File: src/design/bgm_pkg.sv
`default_nettype none
package bgm_pkg;

  localparam int CFG_W = 6;
  localparam int CFG_INDEX_W = 1;

  localparam logic [CFG_INDEX_W-1:0] REG_FONT_HEIGHT = 1'd0;
  localparam logic [CFG_INDEX_W-1:0] REG_WIDE_GLYPHS = 1'd1;

  localparam logic [5:0] FONT_HEIGHT_RESET = 6'd16;

  localparam logic [6:0] CHAR_UNKNOWN = 7'h3F;
  localparam logic [6:0] CHAR_DASH = 7'h2D;
  localparam logic [6:0] CHAR_BAR = 7'h7C;
  localparam logic [6:0] CHAR_PLUS = 7'h2B;
  localparam logic [6:0] CHAR_HASH = 7'h23;

  typedef struct packed {
    logic clear;
    logic rd_en;
    logic record;
    logic publish;
  } bgm_cmd_t;

  typedef struct packed {
    logic hit;
    logic cmp_valid;
    logic height_zero;
  } bgm_status_t;

  function automatic logic [6:0] to_char(input logic [7:0] g);
    logic [6:0] c;
    if (g >= 8'd32 && g <= 8'd127) begin
      c = g[6:0];
    end else begin
      case (g)
        8'd1, 8'd196: c = CHAR_DASH;
        8'd176, 8'd177, 8'd219: c = CHAR_HASH;
        8'd179: c = CHAR_BAR;
        8'd180, 8'd191, 8'd192, 8'd193, 8'd194, 8'd195, 8'd197,
        8'd217, 8'd218, 8'd223: c = CHAR_PLUS;
        default: c = CHAR_UNKNOWN;
      endcase
    end
    return c;
  endfunction

endpackage
`default_nettype wire

File: src/design/bgm_ctrl.sv
`default_nettype none
module bgm_ctrl #(
  parameter int GLYPH_COUNT = 256
) (
  input  wire logic                           clk,
  input  wire logic                           rst,
  input  wire logic                           start,
  input  wire bgm_pkg::bgm_status_t           status,
  input  wire logic                           out_ready,
  output logic                                in_ready,
  output logic                                out_valid,
  output bgm_pkg::bgm_cmd_t                   cmd,
  output logic [$clog2(GLYPH_COUNT)-1:0]      rd_addr
);
  import bgm_pkg::*;

  localparam int GW = $clog2(GLYPH_COUNT);
  localparam logic [1:0] ST_IDLE = 2'd0;
  localparam logic [1:0] ST_SCAN = 2'd1;
  localparam logic [1:0] ST_DONE = 2'd2;

  logic [1:0] state;
  logic [1:0] state_next;
  logic [GW:0] issue_cnt;
  logic [GW:0] issue_cnt_next;
  logic issue_done;

  assign issue_done = (issue_cnt == (GW+1)'(GLYPH_COUNT));
  assign rd_addr = issue_cnt[GW-1:0];
  assign in_ready = (state == ST_IDLE);

  always_comb begin
    state_next = state;
    issue_cnt_next = issue_cnt;
    cmd = '0;
    case (state)
      ST_IDLE: begin
        if (start) begin
          cmd.clear = 1'b1;
          issue_cnt_next = '0;
          state_next = status.height_zero ? ST_DONE : ST_SCAN;
        end
      end
      ST_SCAN: begin
        if (!issue_done) begin
          cmd.rd_en = 1'b1;
          issue_cnt_next = issue_cnt + 1'b1;
        end
        if (status.hit) begin
          cmd.record = 1'b1;
          state_next = ST_DONE;
        end else if (issue_done && !status.cmp_valid) begin
          state_next = ST_DONE;
        end
      end
      ST_DONE: begin
        if (!out_valid || out_ready) begin
          cmd.publish = 1'b1;
          state_next = ST_IDLE;
        end
      end
      default: begin
        state_next = ST_IDLE;
      end
    endcase
  end

  always_ff @(posedge clk) begin
    if (rst) begin
      state <= ST_IDLE;
      issue_cnt <= '0;
      out_valid <= 1'b0;
    end else begin
      state <= state_next;
      issue_cnt <= issue_cnt_next;
      if (cmd.publish) begin
        out_valid <= 1'b1;
      end else if (out_ready) begin
        out_valid <= 1'b0;
      end
    end
  end

endmodule
`default_nettype wire

File: config.mk
export PLATFORM = sky130hd
export DESIGN_NAME = bgm_ctrl
export DESIGN_NICKNAME = d
export VERILOG_FILES = /design/src/design/bgm_pkg.sv /design/src/design/bgm_ctrl.sv
export SDC_FILE = /design/constraint.sdc
export NUM_CORES = 1
export LEC_CHECK = 0
export BUFFER_PORTS_ARGS = -buffer_cell sky130_fd_sc_hd__buf_2
export CORE_AREA = 4 4 46 44
export CTS_CLUSTER_DIAMETER = 30
export CTS_CLUSTER_SIZE = 10
export DETAILED_ROUTE_END_ITERATION = 12
export DIE_AREA = 0 0 50 48
export GPL_TIMING_DRIVEN = 0
export PLACE_DENSITY = 0.73
export SLEW_MARGIN = 20
export SYNTH_ARGS = -nofsm -noshare
export SYNTH_HDL_FRONTEND = slang
export SYNTH_SLANG_ARGS = --single-unit
File: constraint.sdc
create_clock -name clk -period 1.7 [get_ports clk]
set_input_delay 0.34 -clock clk [delete_from_list [all_inputs] [get_ports clk]]
set_output_delay 0.34 -clock clk [all_outputs]
set_load 0.1 [all_outputs]
==> out/summary.txt, run 1 <==
Startpoint Class: flop
Max cap viols: 0
Syn Nets: 98
Met3 wire len: 89 um
Vias per inst: 5.182
Mapped Avg Cell Area: 8.182 um2
CTS tree: done
Worst-path clk slew: 0.08 ns
Drt wl/cell: 12.80 um
Critical path type: flop to output pin
Peak VDD IR: 0.6182 mV
Area delta synth->final: 51.03%
Final hold vios: 0
Slew @ Worst Pin: 0.4860 ns
Inserted Clock Buffers: 3
Initial DRC count: 12
PD cells: 711.5 mW/mm2
Reg area: 249.0 um2
Detail Placement HPWL: 1275 um
Yosys reg bits: 12
Number of synthesis warnings: 0
Hold Startpoint: rst
Worst hold stages: 2
DR pass1 iterations: 4
Main synth FF type: dfxtp_1
Cells after DPL: 133
Most frequent cells after synthesis: dfxtp_1, a21oi_1, buf_4, inv_1
Max clock buf depth: 2
Min Tclk post-route: 1.756 ns
Post-synth EDFFs: 0
R2R Path End: issue_cnt[8]
WP data arrival: 1.42 ns
Root Driver: clkbuf_4
RSZ-0062 raised after global routing: yes
Fin nets: 129
Layout Cells excl Fill: 143
Setup TNS Final: -0.1008 ns
Post-synthesis cell area: 728.2 um2
Final Util: 69.00%
CP required: 1.36 ns
Cell with the most instances after synthesis: dfxtp_1
Vias in the first global route: 626
CTS HTree Levels: 1
Async set or reset register ratio after synthesis: 0%
Worst Hold Path EP: out_valid
Seq/Total Area, Yosys: 32.99%
CTS Sinks: 12
Die Ht: 48 um
Largest net degree at the start of global routing: 12
Fraction of layout cells with a size suffix above 1: 47.90%
Filler Cell Count: 128
IO Pins: 21
Met2 WL post-DR: 930 um
Total GRT Usage: 16.35%
Diode count: 0
Wire length after detailed routing: 1830 um
Leak: 0.4486 nW
Footprint of the multi-input gates: 467.9 um2
Chip width: 50 um
Worst r2r src: issue_cnt[0]
Max-slew headroom: 67.83%
Core area: 0.001594 mm2
I/O Buffers: 20
Final setup fails: 2
Post-CTS Hold Fix Bufs: 0
Initial antenna violation count: 0
Type of the tightest min-delay check: input port to flop
Yosys top cell by area: dfxtp_1
Post-DRT Antenna Nets: 0
Routability cong.: 0.7275
Post-route setup slack: -0.05594 ns
Final Instance Area: 0.001100 mm2
Critical path's slowest cell: dfxtp_4
Initial Util: 45.68%
Outcome: complete, but fails checks
Tcrit/Tclk final: 103.3%
Grt total ovfl: 0
Later-pin clock latency in the skew report: 0.28 ns
Total die area: 0.002400 mm2
Final Max Tran Viols: 0
Yosys top cell area share: 32.99%
Worst-path maximum fanout: 2
CP peak stage delay: 0.36 ns
First-pass GRT wire length: 2815 um
Max Used Layer: met4
DP Area: 908.4 um2
Design Power: 0.0007825 W
Netlist cell types: 28
# DRC: 0
Fmax: 569.5 MHz
FF-to-FF setup slack: 0.15 ns
Top cell family by delay on the critical path: flip-flops
Routed length on met1: 791 um
Crit-path cells: clkinv_4 -> ha_4 -> nor4b_4 -> a21oi_4 -> buf_12
Cell row count: 14
Vias: 741
Nature of the critical path endpoint: output pin
Worst R2R Path Depth: 5
Final Skew: 0.0009599 ns
Worst Path Buf+Inv: 2
Synth Instances: 89
Synth area leaders: dfxtp_1, buf_4, a21oi_1, o31ai_1, inv_1
Violated checks: setup timing
==> final cells by class <==
class,count,share of cell area [%]
clock buffer,4,3.299
buffer,9,6.485
timing repair buffer,27,19.11
inverter,7,3.185
sequential,12,22.64
multi-input combinational,60,42.55
tap,24,2.730
==> routing by layer <==
layer | track usage [%] | up-vias
met2 | 27.08 | 14
met3 | 6.542 | 2
li1 | - | 377
met5 | 0 | -
met1 | 19.26 | 348
met4 | 6.630 | 0
==> layout by cell type, fill, tap and decap left out, types with 2 or more instances in the layout <==
master    count
dfxtp_1       7
nor4b_4       2
nand2b_1      2
o21ai_0       4
nand3_1       4
clkbuf_4      6
buf_2        12
inv_1         4
buf_4        17
mux2i_1       2
nand4b_1      2
a21oi_1      10
a211oi_1      2
or4b_1        2
o31ai_1       4
or3_1         3
dfxtp_2       4
nand2_1       4
or4_1         3
buf_12        3
==> power by group <==
part	total, W	internal [W]	switching, W
clock	0.000234	0.000131	0.000104
combinational	0.000249	0.0000851	0.000164
sequential	0.000299	0.000289	0.0000108
total	0.000783	0.000504	0.000278
==> how the worst max path moves through the flow <==
stage,from,cells past startpoint,slack (ns),end
after floorplan,issue_cnt[0],4,0.01,cmd[2]
after global placement,state[1],4,-0.17,cmd[3]
after detailed placement,state[1],4,-0.18,cmd[3]
after CTS,issue_cnt[0],5,-0.04,cmd[2]
after global routing,issue_cnt[1],5,-0.12,cmd[2]
final,issue_cnt[0],5,-0.06,cmd[2]
==> flip-flops by register name, indices dropped and copies added, names as in the netlist <==
register,flops
issue_cnt,9
state,2
out_valid,1
==> cell families after synthesis <==
logic type / share of synthesized area, %
DFF: 32.99
adders and majority gates: 3.436
AOI/OAI and AO/OA: 18.56
and+or+nand+nor: 29.04
muxes: 2.749
buffers and inverters: 13.23
==> stage by stage <==
step	worst slack (ns)	hold slack [ns]
CTS	-0.04395	0.2310
global placement	-0.1666	0.4735
finish	-0.05594	0.2278
global route	-0.1187	0.2237
floorplan	0.01483	0.4017
detailed placement	-0.1764	0.4884
==> what timing repair did <==
item / 4_1_cts / 5_1_grt
resized for setup: 26 / 7
buffers inserted: 6 / 1
pin swaps: 3 / 0
hold endpoints to repair: 0 / 0
endpoints found under the setup margin: 4 / 6
(Power assumes the default switching activity.)
==> run 2: changes to the inputs <==
--- a/config.mk
+++ b/config.mk
@@ -5,12 +5,13 @@
 export SDC_FILE = /design/constraint.sdc
 export NUM_CORES = 1
 export LEC_CHECK = 0
+export ABC_AREA = 1
 export BUFFER_PORTS_ARGS = -buffer_cell sky130_fd_sc_hd__buf_2
-export CORE_AREA = 4 4 46 44
+export CORE_AREA = 4 4 49 47
 export CTS_CLUSTER_DIAMETER = 30
 export CTS_CLUSTER_SIZE = 10
 export DETAILED_ROUTE_END_ITERATION = 12
-export DIE_AREA = 0 0 50 48
+export DIE_AREA = 0 0 53 51
 export GPL_TIMING_DRIVEN = 0
 export PLACE_DENSITY = 0.73
 export SLEW_MARGIN = 20
==> constraint.sdc (replaced) <==
create_clock -name clk -period 1.8 [get_ports clk]
set_input_delay 0.36 -clock clk [delete_from_list [all_inputs] [get_ports clk]]
set_output_delay 0.36 -clock clk [all_outputs]
set_load 0.1 [all_outputs]
==> run 2 against run 1 <==
The run now ends clean. Register-to-register slack better by 0.26 ns. Area after synthesis up 19%. Sequential share of layout area down 0.29 points.
==> out/summary.txt, run 2 <==
Outcome: complete, no violations
R2R Path End: state[0]
Syn Nets: 139 (+42%)
Main synth FF type: dfxtp_1
FF-to-FF setup slack: 0.41 ns (+0.26 ns)
Tcrit/Tclk final: 95.52%
Synth area leaders: dfxtp_1, nand2_1, nand3_1, buf_4, nor2_1
Max clock buf depth: 2 (unchanged)
Wire length after detailed routing: 1912 um (+4.5%)
Yosys top cell by area: dfxtp_1
Crit-path cells: inv_2 -> nand2_1 -> nor2_2 -> buf_2
Most common cell after layout, fill and taps aside: nand2_1
Worst r2r src: issue_cnt[1]
Worst hold stages: 4 (+2)
Worst-path maximum fanout: 5 (+3)
Mapped Avg Cell Area: 6.641 um2 (-19%)
Top cell family by delay on the critical path: buffers and inverters
CP peak stage delay: 0.43 ns (+0.07 ns)
Post-DRT Antenna Nets: 0 (unchanged)
Critical path's slowest cell: buf_2
Diode count: 0 (unchanged)
Number of synthesis warnings: 0 (unchanged)
Setup TNS Final: 0 ns (+0.1008 ns)
Fmax: 581.6 MHz
IO Pins: 21 (unchanged)
Worst Hold Path EP: out_valid
Die Ht: 51 um (+6.3%)
Vias in the first global route: 770 (+23%)
Vias: 863 (+16%)
I/O Buffers: 19 (-5.0%)
Initial Util: 47.42% (+1.7 points)
Nature of the critical path endpoint: output pin
CTS tree: done
Final hold vios: 0 (unchanged)
Vias per inst: 4.716 (-9.0%)
Initial antenna violation count: 0 (unchanged)
Final Max Tran Viols: 0 (unchanged)
CP required: 1.44 ns (+0.08 ns)
Max FFs per register: 9 (unchanged)
Filler Cell Count: 187 (+46%)
Total die area: 0.002703 mm2 (+13%)
Yosys top cell area share: 27.83% (-5.2 points)
Root Driver: clkbuf_4
Initial DRC count: 17 (+5)
Inserted Clock Buffers: 3 (unchanged)
Startpoint Class: flop
Final setup fails: 0 (-2)
Seq/Total Area, Yosys: 27.83% (-5.2 points)
Worst hold slack: 0.3798 ns (+0.1520 ns)
Max-slew headroom: 67.54% (-0.28 points)
DR pass1 iterations: 4 (unchanged)
Min Tclk post-route: 1.719 ns
Worst Setup SP: state[1]
Max cap viols: 0 (unchanged)
Core area: 0.001821 mm2 (+14%)
Worst Path Buf+Inv: 2 (unchanged)
Largest net degree at the start of global routing: 11 (-1)
CTS Sinks: 12 (unchanged)
Synth Instances: 130 (+46%)
Drt wl/cell: 10.45 um (-18%)
Most frequent cells after synthesis: nand2_1, nor2_1, inv_1, dfxtp_1, nand3_1
Hold Startpoint: out_ready
Area delta synth->final: 27.10%
PD cells: 979.9 mW/mm2 (+38%)
Biggest regs: issue_cnt (9), state (2), out_valid (1)
Largest Register: issue_cnt
Post-CTS Hold Fix Bufs: 0 (unchanged)
Post-synth EDFFs: 0 (unchanged)
Worst-path clk slew: 0.08 ns (about the same)
# DRC: 0 (unchanged)
Fraction of layout cells with a size suffix above 1: 39.87% (-8.0 points)
Yosys reg bits: 12 (unchanged)
Netlist cell types: 23 (-18%)
Post-synthesis cell area: 863.3 um2 (+19%)
First-pass GRT wire length: 3256 um (+16%)
Footprint of the multi-input gates: 488.0 um2 (+4.3%)
Later-pin clock latency in the skew report: 0.27 ns (about the same)
Peak VDD IR: 0.8238 mV (+33%)
Worst R2R Path Depth: 10 (+5)
Detail Placement HPWL: 1442 um (+13%)
WP data arrival: 1.36 ns (-0.06 ns)
CTS HTree Levels: 1 (unchanged)
Commonest non-fill, non-tap cells in the layout: nand2_1, buf_2, buf_4
Total GRT Usage: 16.19% (-0.16 points)
Leak: 0.4969 nW (+11%)
Type of the tightest min-delay check: input port to flop
Grt total ovfl: 0 (unchanged)
Reg area: 245.2 um2 (-1.5%)
Cell with the most instances after synthesis: nand2_1
Slew @ Worst Pin: 0.4869 ns (+0.0009048 ns)
Critical path type: flop to output pin
Cell row count: 15 (+1)
Final Skew: 0.002103 ns (+0.001143 ns)
Routability cong.: 0.8534 (+17%)
Async set or reset register ratio after synthesis: 0% (unchanged)
Chip width: 53 um (+6.0%)
Fin nets: 168 (+30%)
-- run 2: through the flow --
step                      area (um2)  worst slack, ns  utilization (%)  total power [W]  std cells
after floorplan                872.1          -0.1723                -        0.0007367        130
after global placement         998.5         0.007075            54.85        0.0008037        174
after detailed placement       998.5       -0.0004881            54.85        0.0008073        174
after CTS                       1065          0.01100            58.49         0.001060        179
after global routing            1097        -0.008660            60.27         0.001141        183
final                           1097          0.08071            60.27         0.001075        183
-- run 2: how the worst max path moves through the flow --
stage / to / slack, ns / depth (start not counted)
5_1_grt: cmd[2] / -0.009 / 8
2_1_floorplan: cmd[0] / -0.17 / 3
3_5_place_dp: cmd[2] / -0.0005 / 8
6_report: cmd[1] / 0.08 / 4
4_1_cts: cmd[2] / 0.01 / 8
3_3_place_gp: cmd[2] / 0.007 / 8
-- run 2: cell type report --
type / instances / share of cell area, %
Sequential cell: 12 / 22.35
Tap cell: 25 / 2.851
Timing Repair Buffer: 24 / 13.68
Buffer: 9 / 5.815
Inverter: 21 / 7.526
Multi-Input combinational cell: 88 / 44.47
Clock buffer: 4 / 3.307
-- run 2: worst min-delay path, delay by kind of cell --
kind / cells / cell delay (ns)
AOI/OAI and AO/OA: 1 / 0.06
buffers and inverters: 2 / 0.14
and+or+nand+nor: 1 / 0.05
-- run 2: logic make-up (layout without fill, tap and decap cells) --
kind of cell	count (synthesis)	after routing	share of synthesized area, %
simple gates	68	68	41.59
buf+inv	30	58	16.52
compound gates	17	17	10.14
flops	12	12	27.83
fa+ha+maj	2	2	2.898
xor+xnor	1	1	1.015
-- run 2: routing by layer --
metal  routed length [um]  global-route usage, %  share of wire (%)  vias up
met4                   18                  3.830               0.94        0
met1                  833                  19.68                 44      378
met2                  933                  26.86                 49       22
li1                     -                      -                  -      461
met3                  127                  5.831                6.6        2
met5                    0                      0                  0        -
-- run 2: what timing repair did --
action | in CTS | in global routing
setup endpoints to repair | 2 | 1
setup buffers | 1 | 4
pin swaps | 0 | 1
resized for setup | 9 | 1
-- run 2: power breakdown --
group,internal [W],switching [W]
Sequential,0.000288,0.0000160
Clock,0.000123,0.0000978
Combinational,0.000142,0.000409
